**src/sha256_pkg.sv**
```systemverilog
// ----------------------------------------------------------------------------
// SHA-256 shared definitions
// Word and hash types, control structs, sequencer states, the initial hash
// value, the round constants, and the sigma functions of the compression and the schedule.
// ----------------------------------------------------------------------------
package sha256_pkg;

  typedef logic [31:0] word_t;
  typedef word_t [0:7] hash_t;

  typedef enum logic [2:0] {
    ST_IDLE,
    ST_COMP,
    ST_FIN,
    ST_PAD,
    ST_OUT
  } state_e;

  typedef enum logic [1:0] {
    AFT_IDLE,
    AFT_PAD,
    AFT_OUT
  } after_e;

  typedef struct packed {
    logic       load_byte;
    logic       shift;
    logic [7:0] data;
  } sched_ctrl_t;

  typedef struct packed {
    logic init;
    logic step;
  } round_ctrl_t;

  localparam logic [5:0] LastByte  = 6'd63;
  localparam logic [5:0] LastRound = 6'd63;
  localparam logic [5:0] LenStart  = 6'd56;
  localparam logic [7:0] PadMarker = 8'h80;
  localparam logic [63:0] BlockBits = 64'd512;

  localparam hash_t InitHash = '{
    32'h6a09e667, 32'hbb67ae85, 32'h3c6ef372, 32'ha54ff53a,
    32'h510e527f, 32'h9b05688c, 32'h1f83d9ab, 32'h5be0cd19
  };

  function automatic word_t big_sigma0(input word_t x);
    big_sigma0 = {x[1:0], x[31:2]} ^ {x[12:0], x[31:13]} ^ {x[21:0], x[31:22]};
  endfunction

  function automatic word_t big_sigma1(input word_t x);
    big_sigma1 = {x[5:0], x[31:6]} ^ {x[10:0], x[31:11]} ^ {x[24:0], x[31:25]};
  endfunction

  function automatic word_t small_sigma0(input word_t x);
    small_sigma0 = {x[6:0], x[31:7]} ^ {x[17:0], x[31:18]} ^ {3'b000, x[31:3]};
  endfunction

  function automatic word_t small_sigma1(input word_t x);
    small_sigma1 = {x[16:0], x[31:17]} ^ {x[18:0], x[31:19]} ^ {10'd0, x[31:10]};
  endfunction

  function automatic word_t round_k(input logic [5:0] idx);
    case (idx)
      6'd0:  round_k = 32'h428a2f98;
      6'd1:  round_k = 32'h71374491;
      6'd2:  round_k = 32'hb5c0fbcf;
      6'd3:  round_k = 32'he9b5dba5;
      6'd4:  round_k = 32'h3956c25b;
      6'd5:  round_k = 32'h59f111f1;
      6'd6:  round_k = 32'h923f82a4;
      6'd7:  round_k = 32'hab1c5ed5;
      6'd8:  round_k = 32'hd807aa98;
      6'd9:  round_k = 32'h12835b01;
      6'd10: round_k = 32'h243185be;
      6'd11: round_k = 32'h550c7dc3;
      6'd12: round_k = 32'h72be5d74;
      6'd13: round_k = 32'h80deb1fe;
      6'd14: round_k = 32'h9bdc06a7;
      6'd15: round_k = 32'hc19bf174;
      6'd16: round_k = 32'he49b69c1;
      6'd17: round_k = 32'hefbe4786;
      6'd18: round_k = 32'h0fc19dc6;
      6'd19: round_k = 32'h240ca1cc;
      6'd20: round_k = 32'h2de92c6f;
      6'd21: round_k = 32'h4a7484aa;
      6'd22: round_k = 32'h5cb0a9dc;
      6'd23: round_k = 32'h76f988da;
      6'd24: round_k = 32'h983e5152;
      6'd25: round_k = 32'ha831c66d;
      6'd26: round_k = 32'hb00327c8;
      6'd27: round_k = 32'hbf597fc7;
      6'd28: round_k = 32'hc6e00bf3;
      6'd29: round_k = 32'hd5a79147;
      6'd30: round_k = 32'h06ca6351;
      6'd31: round_k = 32'h14292967;
      6'd32: round_k = 32'h27b70a85;
      6'd33: round_k = 32'h2e1b2138;
      6'd34: round_k = 32'h4d2c6dfc;
      6'd35: round_k = 32'h53380d13;
      6'd36: round_k = 32'h650a7354;
      6'd37: round_k = 32'h766a0abb;
      6'd38: round_k = 32'h81c2c92e;
      6'd39: round_k = 32'h92722c85;
      6'd40: round_k = 32'ha2bfe8a1;
      6'd41: round_k = 32'ha81a664b;
      6'd42: round_k = 32'hc24b8b70;
      6'd43: round_k = 32'hc76c51a3;
      6'd44: round_k = 32'hd192e819;
      6'd45: round_k = 32'hd6990624;
      6'd46: round_k = 32'hf40e3585;
      6'd47: round_k = 32'h106aa070;
      6'd48: round_k = 32'h19a4c116;
      6'd49: round_k = 32'h1e376c08;
      6'd50: round_k = 32'h2748774c;
      6'd51: round_k = 32'h34b0bcb5;
      6'd52: round_k = 32'h391c0cb3;
      6'd53: round_k = 32'h4ed8aa4a;
      6'd54: round_k = 32'h5b9cca4f;
      6'd55: round_k = 32'h682e6ff3;
      6'd56: round_k = 32'h748f82ee;
      6'd57: round_k = 32'h78a5636f;
      6'd58: round_k = 32'h84c87814;
      6'd59: round_k = 32'h8cc70208;
      6'd60: round_k = 32'h90befffa;
      6'd61: round_k = 32'ha4506ceb;
      6'd62: round_k = 32'hbef9a3f7;
      6'd63: round_k = 32'hc67178f2;
      default: round_k = 32'h0;
    endcase
  endfunction

endpackage

```
**src/sha256_byte_stream_hasher.sv**
```systemverilog
// ----------------------------------------------------------------------------
// SHA-256 byte stream hasher
// Hashes a byte stream and returns the digest as four 64-bit words.
// ----------------------------------------------------------------------------
// The input channel takes one beat per message byte; a beat with
// end_of_message_i set closes the message after its own byte, if any.
// A beat with byte_valid_i low and end_of_message_i low does nothing.
// Most beats leave the block ready for the next one. The beat that fills a
// 64-byte block starts the compression: the shared round unit does one
// round per cycle, then the result is folded into the chaining value; the
// block is not ready until the fold is done. At the end of a message the
// padding bytes enter one per cycle via the same buffer, then one or two compressions.
// The digest leaves on the output channel as four beats, most significant
// word first, with word_index_o counting 0 to 3 and last_word_o on the last.
// A stalled receiver holds the current word; no new input is taken until the
// last word is taken, after which the block starts a fresh message.
// Reset loads the initial hash value and clears the counters; the block is
// ready as soon as reset is released.
// ----------------------------------------------------------------------------
module sha256_byte_stream_hasher (
  input  logic        clk_i,
  input  logic        rst_ni,
  input  logic        in_valid_i,
  output logic        in_ready_o,
  input  logic [7:0]  data_byte_i,
  input  logic        byte_valid_i,
  input  logic        end_of_message_i,
  output logic        out_valid_o,
  input  logic        out_ready_i,
  output logic [63:0] digest_word_o,
  output logic [1:0]  word_index_o,
  output logic        last_word_o
);
  import sha256_pkg::*;

  state_e      state_q;
  state_e      state_d;
  after_e      after_q;
  after_e      after_d;
  logic [5:0]  fill_q;
  logic [5:0]  fill_d;
  logic [63:0] bits_q;
  logic [63:0] bits_d;
  logic [63:0] len_q;
  logic [63:0] len_d;
  logic [5:0]  rnd_q;
  logic [5:0]  rnd_d;
  logic [1:0]  oidx_q;
  logic [1:0]  oidx_d;
  logic        first_q;
  logic        first_d;
  logic        wrap_q;
  logic        wrap_d;
  hash_t       cv_q;
  hash_t       cv_d;

  sched_ctrl_t sched_ctrl;
  round_ctrl_t round_ctrl;
  word_t       sched_w;
  hash_t       work;
  logic        in_acc;
  logic        blk_wrap;
  logic        len_byte;

  sha256_sched u_sched (
    .clk_i  (clk_i),
    .ctrl_i (sched_ctrl),
    .w_o    (sched_w)
  );

  sha256_round u_round (
    .clk_i  (clk_i),
    .ctrl_i (round_ctrl),
    .cv_i   (cv_q),
    .k_i    (round_k(rnd_q)),
    .w_i    (sched_w),
    .work_o (work)
  );

  assign in_ready_o = (state_q == ST_IDLE);
  assign in_acc     = in_valid_i && in_ready_o;

  assign out_valid_o   = (state_q == ST_OUT);
  assign digest_word_o = {cv_q[{oidx_q, 1'b0}], cv_q[{oidx_q, 1'b1}]};
  assign word_index_o  = oidx_q;
  assign last_word_o   = (oidx_q == 2'd3);

  assign blk_wrap = first_q ? (fill_q >= LenStart) : wrap_q;
  assign len_byte = !first_q && !wrap_q && (fill_q >= LenStart);

  always_comb begin
    state_d = state_q;
    case (state_q)
      ST_IDLE: begin
        if (in_acc) begin
          if (byte_valid_i && (fill_q == LastByte)) begin
            state_d = ST_COMP;
          end else if (end_of_message_i) begin
            state_d = ST_PAD;
          end
        end
      end
      ST_COMP: begin
        if (rnd_q == LastRound) begin
          state_d = ST_FIN;
        end
      end
      ST_FIN: begin
        case (after_q)
          AFT_PAD: state_d = ST_PAD;
          AFT_OUT: state_d = ST_OUT;
          default: state_d = ST_IDLE;
        endcase
      end
      ST_PAD: begin
        if (fill_q == LastByte) begin
          state_d = ST_COMP;
        end
      end
      ST_OUT: begin
        if (out_ready_i && (oidx_q == 2'd3)) begin
          state_d = ST_IDLE;
        end
      end
      default: state_d = ST_IDLE;
    endcase
  end

  always_comb begin
    after_d         = after_q;
    fill_d          = fill_q;
    bits_d          = bits_q;
    len_d           = len_q;
    rnd_d           = rnd_q;
    oidx_d          = oidx_q;
    first_d         = first_q;
    wrap_d          = wrap_q;
    cv_d            = cv_q;
    sched_ctrl      = '0;
    round_ctrl.init = (state_d == ST_COMP) && (state_q != ST_COMP);
    round_ctrl.step = 1'b0;
    case (state_q)
      ST_IDLE: begin
        if (in_acc) begin
          if (byte_valid_i) begin
            sched_ctrl.load_byte = 1'b1;
            sched_ctrl.data      = data_byte_i;
            fill_d               = fill_q + 6'd1;
            if (fill_q == LastByte) begin
              bits_d  = bits_q + BlockBits;
              after_d = end_of_message_i ? AFT_PAD : AFT_IDLE;
            end
          end
          if (end_of_message_i) begin
            len_d   = {bits_d[63:9], fill_d, 3'b000};
            first_d = 1'b1;
            wrap_d  = 1'b0;
          end
        end
      end
      ST_COMP: begin
        sched_ctrl.shift = 1'b1;
        round_ctrl.step  = 1'b1;
        rnd_d            = rnd_q + 6'd1;
      end
      ST_FIN: begin
        for (int i = 0; i < 8; i++) begin
          cv_d[i] = cv_q[i] + work[i];
        end
      end
      ST_PAD: begin
        sched_ctrl.load_byte = 1'b1;
        if (first_q) begin
          sched_ctrl.data = PadMarker;
        end else if (len_byte) begin
          sched_ctrl.data = len_q[63:56];
          len_d           = {len_q[55:0], 8'h00};
        end else begin
          sched_ctrl.data = 8'h00;
        end
        first_d = 1'b0;
        wrap_d  = blk_wrap;
        fill_d  = fill_q + 6'd1;
        if (fill_q == LastByte) begin
          after_d = blk_wrap ? AFT_PAD : AFT_OUT;
          wrap_d  = 1'b0;
        end
      end
      ST_OUT: begin
        if (out_ready_i) begin
          oidx_d = oidx_q + 2'd1;
          if (oidx_q == 2'd3) begin
            cv_d   = InitHash;
            bits_d = '0;
            fill_d = '0;
          end
        end
      end
      default: begin
      end
    endcase
  end

  always_ff @(posedge clk_i or negedge rst_ni) begin
    if (!rst_ni) begin
      state_q <= ST_IDLE;
      after_q <= AFT_IDLE;
      fill_q  <= '0;
      bits_q  <= '0;
      rnd_q   <= '0;
      oidx_q  <= '0;
      first_q <= 1'b0;
      wrap_q  <= 1'b0;
      cv_q    <= InitHash;
    end else begin
      state_q <= state_d;
      after_q <= after_d;
      fill_q  <= fill_d;
      bits_q  <= bits_d;
      rnd_q   <= rnd_d;
      oidx_q  <= oidx_d;
      first_q <= first_d;
      wrap_q  <= wrap_d;
      cv_q    <= cv_d;
    end
  end

  always_ff @(posedge clk_i) begin
    len_q <= len_d;
  end

endmodule

```
**src/sha256_sched.sv**
```systemverilog
// ----------------------------------------------------------------------------
// SHA-256 block buffer and message schedule
// Bytes shift into a sixteen-word window; during compression the window
// shifts one word per round and the expanded word enters at the far end.
// ----------------------------------------------------------------------------
module sha256_sched (
  input  logic                     clk_i,
  input  sha256_pkg::sched_ctrl_t  ctrl_i,
  output sha256_pkg::word_t        w_o
);
  import sha256_pkg::*;

  logic [511:0] win_q;
  logic [511:0] win_d;
  word_t        tap0;
  word_t        tap1;
  word_t        tap9;
  word_t        tap14;
  word_t        next_w;

  assign tap0  = win_q[511:480];
  assign tap1  = win_q[479:448];
  assign tap9  = win_q[223:192];
  assign tap14 = win_q[63:32];

  assign next_w = tap0 + small_sigma0(tap1) + tap9 + small_sigma1(tap14);
  assign w_o    = tap0;

  always_comb begin
    win_d = win_q;
    if (ctrl_i.load_byte) begin
      win_d = {win_q[503:0], ctrl_i.data};
    end else if (ctrl_i.shift) begin
      win_d = {win_q[479:0], next_w};
    end
  end

  always_ff @(posedge clk_i) begin
    win_q <= win_d;
  end

endmodule

```
**src/sha256_round.sv**
```systemverilog
// ----------------------------------------------------------------------------
// SHA-256 round unit
// Holds the eight working words and applies one compression round per cycle while step is set.
// ----------------------------------------------------------------------------
module sha256_round (
  input  logic                     clk_i,
  input  sha256_pkg::round_ctrl_t  ctrl_i,
  input  sha256_pkg::hash_t        cv_i,
  input  sha256_pkg::word_t        k_i,
  input  sha256_pkg::word_t        w_i,
  output sha256_pkg::hash_t        work_o
);
  import sha256_pkg::*;

  hash_t r_q;
  hash_t r_d;
  word_t choose;
  word_t major;
  word_t t1;
  word_t t2;

  assign choose = (r_q[4] & r_q[5]) ^ (~r_q[4] & r_q[6]);
  assign major  = (r_q[0] & r_q[1]) ^ (r_q[0] & r_q[2]) ^ (r_q[1] & r_q[2]);
  assign t1     = r_q[7] + big_sigma1(r_q[4]) + choose + k_i + w_i;
  assign t2     = big_sigma0(r_q[0]) + major;

  always_comb begin
    r_d = r_q;
    if (ctrl_i.init) begin
      r_d = cv_i;
    end else if (ctrl_i.step) begin
      r_d[7] = r_q[6];
      r_d[6] = r_q[5];
      r_d[5] = r_q[4];
      r_d[4] = r_q[3] + t1;
      r_d[3] = r_q[2];
      r_d[2] = r_q[1];
      r_d[1] = r_q[0];
      r_d[0] = t1 + t2;
    end
  end

  always_ff @(posedge clk_i) begin
    r_q <= r_d;
  end

  assign work_o = r_q;

endmodule
```
**config.mk**
```make
export PLATFORM = sky130hd
export DESIGN_NAME = sha256_byte_stream_hasher
export DESIGN_NICKNAME = d
export VERILOG_FILES = /design/src/sha256_pkg.sv /design/src/sha256_byte_stream_hasher.sv /design/src/sha256_sched.sv /design/src/sha256_round.sv
export SDC_FILE = /design/constraint.sdc
export NUM_CORES = 2
export LEC_CHECK = 0
export ABC_CLOCK_PERIOD_IN_PS = 27200
export BUFFER_PORTS_ARGS = -buffer_cell sky130_fd_sc_hd__buf_2
export CORE_MARGIN = 2
export CORE_UTILIZATION = 35
export CTS_BUF_LIST = sky130_fd_sc_hd__clkbuf_8
export DETAILED_ROUTE_END_ITERATION = 8
export GPL_TIMING_DRIVEN = 0
export SETUP_SLACK_MARGIN = 0.15
export SLEW_MARGIN = 20
export SYNTH_ARGS = -nofsm -noshare
export SYNTH_HDL_FRONTEND = slang
export SYNTH_HIERARCHICAL = 1
export SYNTH_SLANG_ARGS = --single-unit
```
**constraint.sdc**
```tcl
create_clock -name clk_i -period 27.2 [get_ports clk_i]
set_input_delay 0 -clock clk_i [delete_from_list [all_inputs] [get_ports clk_i]]
set_output_delay 0 -clock clk_i [all_outputs]
set_load 0.005 [all_outputs]
```
; ---- After elaboration in Yosys (flattened, before gate mapping)
; Memory sizes are Yosys's and may differ from the RTL's.
; Cells that the tools add are included.
[word_totals]
ff_bits = 1173
mem_bits_ro = 2048
input_bits = 14
output_inout_bits = 69
word_cells = 176
memories = 1
[op_classes]
n_addsub = 22
n_lt_le_gt_ge = 3
eq_ne = 20
mux = 61
bitwise = 19
n_reduce_logical = 23
[mem_list]
columns = name, depth, word_bits, rd, rd_clocked_by_memory_dff, write_ports, line
row1 = (name not given), 64, 32, 1, 0, 0, sha256_pkg.sv:64  ; case (idx)
[op_table]
columns = cell, n
row1 = $mux 256, 4
row2 = $mux 512, 2
row3 = $add 32x32->32, 18
row4 = $mux 64, 9
row5 = $pmux 256 s2, 1
row6 = $xor 32x32->32, 9
row7 = $pmux 64 s2, 2
row8 = $bmux 32 s3, 2
row9 = $and 32x32->32, 5
row10 = $mux 32, 4
row11 = $add 64x10->64 const B, 1
row12 = $mux 8, 4
row13 = $not 32->32, 1
row14 = $xor 32x22->32, 1
row15 = $xor 32x29->32, 1
row16 = $mux 6, 4
row17 = $mux 3, 6
row18 = $pmux 6 s3, 1
row19 = $pmux 8 s2, 1
row20 = $pmux 3 s5, 1
row21 = $add 6x1->6 const B, 2
row22 = $eq 6x6->1 const B, 2
row23 = $ne 2x1->1 const B, 6
row24 = $mux 1, 10
row25 = 25 further kinds, 51

; ---- Depth between registers and ports, before layout
[depth]
depth_word = 9
mapped_depth = 41
mapped_depth_nobuf = 40

; ---- Hierarchy
; The synthesis kept the hierarchy.
[by_module_without_submodules]
columns = mod, n_inst, cells_per_inst, area_per_inst_um2
row1 = sha256_byte_stream_hasher, 1, 3838, 32772.7
row2 = sha256_sched, 1, 1669, 26058.7
row3 = sha256_round, 1, 1812, 20375.8

; ---- Worst setup path after synthesis
; OpenSTA, ideal clock, no wires.
[synth_timing]
path_type = reg2reg
startpoint = reg state_q[2]
endpoint = reg u_sched.win_q[0], enable pin
setup_ns = 0.668
t_arrival_ns = 7.989
required_time_ns = 26.532
path_slack_ns = 18.543
path_stages_with_launch = 9
path_buffers = 4
synth_period_minus_slack_ns = 8.657
path_cell_list = dfrtp_1 > clkbuf_1 > nor3_1 > and3_1 > clkbuf_1 > nand2b_1 > buf_6 > buf_6 > or2_2
[synth_lines]
columns = item, line
row1 = start: declaration, sha256_byte_stream_hasher.sv:36  ; state_e state_q;
row2 = start signal: assignment, sha256_byte_stream_hasher.sv:216  ; state_q <= state_d;
row3 = end signal: assignment, sha256_sched.sv:39  ; win_q <= win_d;
row4 = end: declaration, sha256_sched.sv:13  ; logic [511:0] win_q;

==> impl_metrics.json <==
{
  "syn_inst": 7319,
  "routedWlPerCell_um": 27.2,
  "p_total_w": 0.00359,
  "vias": 62200,
  "drt-total-wl_mm": 296,
  "finalWorstPathRequiredPeriod_ns": 12.22,
  "clkTransAtPathRegs_ns": 0.06,
  "cts_root_buf": "clkbuf_8",
  "clock_sinks": 1161,
  "layout.area.seq_mm2": 0.0334,
  "antenna_found_initial": 22,
  "cts_tree": "built",
  "die_h_um": 480,
  "cellPowerDensity_mw_per_mm2": 40.5,
  "htree_levels": 4,
  "yosysWarnings": 6,
  "ys.flop_type": "edfxtp_1",
  "synth_nets": 7924,
  "detail-route-antenna-nets": 0,
  "synth_top_area_share_pct": 31.4,
  "max_stage_delay_ns": 0.97,
  "setup_violations": 0,
  "critical_path_class": "register to register",
  "grt_pass1_wl_mm": 419,
  "cts_buffers": 214,
  "synth_top_family_by_area": "compound AO/OA/AOI/OAI gates",
  "critical_path_buf_inv_count": 7,
  "vias_per_cell": 5.73,
  "status": "finished clean",
  "min_path_type": "input port to register",
  "synth_cell_types": 123,
  "post-place-ws_ns": 15.23,
  "dp_hpwl_mm": 229,
  "critical_path.max_fanout": 13,
  "core_area_mm2": 0.225,
  "muxShareOfSynthArea_pct": 12.4,
  "synth_area_leaders": "edfxtp_1 (31%), mux2_2 (9.8%), ha_1 (6.3%), dfrtp_1 (6.2%), fa_1 (4.9%)",
  "clk_latency_ns": 1.06,
  "n_fill_cell": 21900,
  "port_buffers": 82,
  "timing.final.ws_setup_ns": 14.98,
  "synth_xor_area_share_pct": 6.99,
  "synth.avg_cell_area_um2": 10.8,
  "grt_pass1_vias": 60800,
  "drv_cap": 0,
  "drive_above_1_share_pct": 18.8,
  "start_util_pct": 35.2,
  "slew_viol_final": 0,
  "overflow": 0,
  "setup_tns_ns": 0,
  "row_count": 174,
  "gp_congestion": 1.02,
  "grt_max_degree": 79,
  "yosys.area.top_type": "edfxtp_1",
  "cts_buffer_depth": 3,
  "cp_slowest_cell": "a2111oi_1",
  "cp.arrival_ns": 12.98,
  "drt_first_pass_iters": 6,
  "dieArea_mm2": 0.230,
  "synth-seq-cells": 1161,
  "tightest_slew_ns": 1.27,
  "critical_path.top_delay_family": "compound AO/OA/AOI/OAI gates",
  "fin_util_pct": 39.4,
  "fin_crit_sh_pct": 44.9,
  "drt_first_iter_violations": 6760,
  "drc_errors": 0,
  "startpoint_type": "register",
  "rsz0062_at_grt": "false",
  "die_x_um": 480,
  "synth-seq-area-share_pct": 42.1,
  "synth_fa_ha_area_share_pct": 11.2,
  "io_pins": 83,
  "hold_viol_final": 0,
  "yosys.area_share.simple_pct": 8.81,
  "p_leak_nw": 36.6,
  "synth-compound-area-share_pct": 14.4,
  "slew_headroom_pct": 15.1,
  "synth_area_mm2": 0.0792,
  "cp.required_ns": 27.95,
  "fin_worst_skew_ns": 0.103,
  "multi_input_area_mm2": 0.0427,
  "vdd_drop_max_v": 0.0000503,
  "end_kind": "register",
  "synth_edf_count": 829,
  "track_usage_pct": 25.0,
  "synth_async_sr_flop_share_pct": 28.6,
  "max_freq_ghz": 0.0818,
  "hold_slack_ns": 0.0904,
  "layout.nets": 8274,
  "syn2layout_area_growth_pct": 11.8
}
==> cell usage in the layout (no fill, tap or decap), types with 49 or more instances in the layout <==
cell        n
xor2_1    244
a21o_1    209
clkbuf_8  238
o21bai_1   52
dfstp_2   136
and3_1     56
a211oi_1   52
xnor2_1   386
nor3_1     82
nor2_1    409
o21ai_1    63
ha_1      396
mux4_2     76
inv_1     486
o31ai_1    55
dfrtp_1   196
nand4_1    52
edfxtp_1  829
nand2b_1   49
fa_1      195
a21oi_1   513
nand3_1   112
nand2_1   574
clkbuf_1  280
o21ai_0   500
mux2_2    689
a31oi_1    55
buf_2      93
==> sequential cells by signal (all words and copies together), names as in the netlist, 3 cells and up <==
register,cells
u_round/work_o,256
cv_q,256
bits_q,55
rnd_q,6
len_q,61
state_q,3
u_sched/win_q,512
fill_q,6
==> report_power, final <==
part	switching (W)	internal, W
Combinational	0.0000135	0.00000525
Sequential	0	0.00188
Clock	0.000847	0.000846
==> what timing repair did <==
item,4_1_cts,5_1_grt
gates resized for setup,0,0
setup buffers,0,0
endpoints found under the hold margin,302,0
hold buffers,26,0
==> layer usage <==
metal	routed length, um	global-route usage, %	part of all wire, %	up-vias
met4	14800	11.9	5.0	2
met5	13	0	0.0044	-
met2	134000	39.3	45	2955
li1	-	-	-	27300
met3	24000	4.09	8.1	624
met1	123000	33.4	42	31300
==> path summary, 6_finish.rpt <==
kind	from	endpoint	slack, ns	depth (start not counted)
max	rnd_q[1]$_DFFE_PN0P_	u_round/work_o[255]$_DFFE_PP_	14.98	36
min	in_valid_i	fill_q[2]$_DFFE_PN0P_	0.09	5
max reg2reg	rnd_q[1]$_DFFE_PN0P_	u_round/work_o[255]$_DFFE_PP_	14.98	36
min reg2reg	bits_q[63]$_DFFE_PN0P_	bits_q[63]$_DFFE_PN0P_	0.51	1
max in group asynchronous	rst_ni	bits_q[20]$_DFFE_PN0P_	25.00	8
min in group asynchronous	rst_ni	cv_q[176]$_DFFE_PN0P_	0.10	4
==> cell type report <==
type | instances | share of cell area, %
tap | 2992 | 4.23
multi-input combinational | 5364 | 48.2
clock inverter | 169 | 1.09
clock buffer | 236 | 3.67
antenna | 6 | 0.0170
inverter | 415 | 1.76
buffer | 379 | 1.87
sequential | 1161 | 37.7
timing repair buffer | 134 | 1.51
==> through the flow <==
| step | std cells | cell area (um2) |
|---|---|---|
| after floorplan | 7319 | 79200 |
| after global placement | 10400 | 83400 |
| after detailed placement | 10400 | 84100 |
| after CTS | 10900 | 88600 |
| after global routing | 10900 | 88600 |
| final | 10900 | 88600 |
==> worst register-to-register path, delay by kind of cell, from the launching register on <==
family | cells | cell delay, ns
flip-flops | 1 | 0.63
buffers and inverters | 7 | 1.75
adder cells (fa/ha/maj) | 8 | 3.69
AND/OR/NAND/NOR | 7 | 1.16
AO/OA/AOI/OAI | 11 | 3.87
XOR/XNOR | 3 | 0.83
==> cell families (layout without fill, tap and decap cells) <==
| family | after synthesis | after routing |
|---|---|---|
| flops | 1161 | 1161 |
| fa+ha+maj | 593 | 593 |
| simple gates | 1512 | 1512 |
| other cells | 0 | 6 |
| buf+inv | 794 | 1333 |
| mux | 800 | 800 |
| compound gates | 1828 | 1828 |
| xor+xnor | 631 | 631 |
==> cells in the mapped netlist, types with 76 or more instances <==
master and instances:
edfxtp_1 829, mux2_2 689, nand2_1 574, a21oi_1 514
o21ai_0 500, inv_1 412, nor2_1 409, ha_1 396
xnor2_1 386, clkbuf_1 302, xor2_1 244, a21o_1 209
dfrtp_1 196, fa_1 195, dfstp_2 136, nand3_1 112
nor3_1 83, mux4_2 76
No activity file was read; power rests on OpenSTA's default activity.
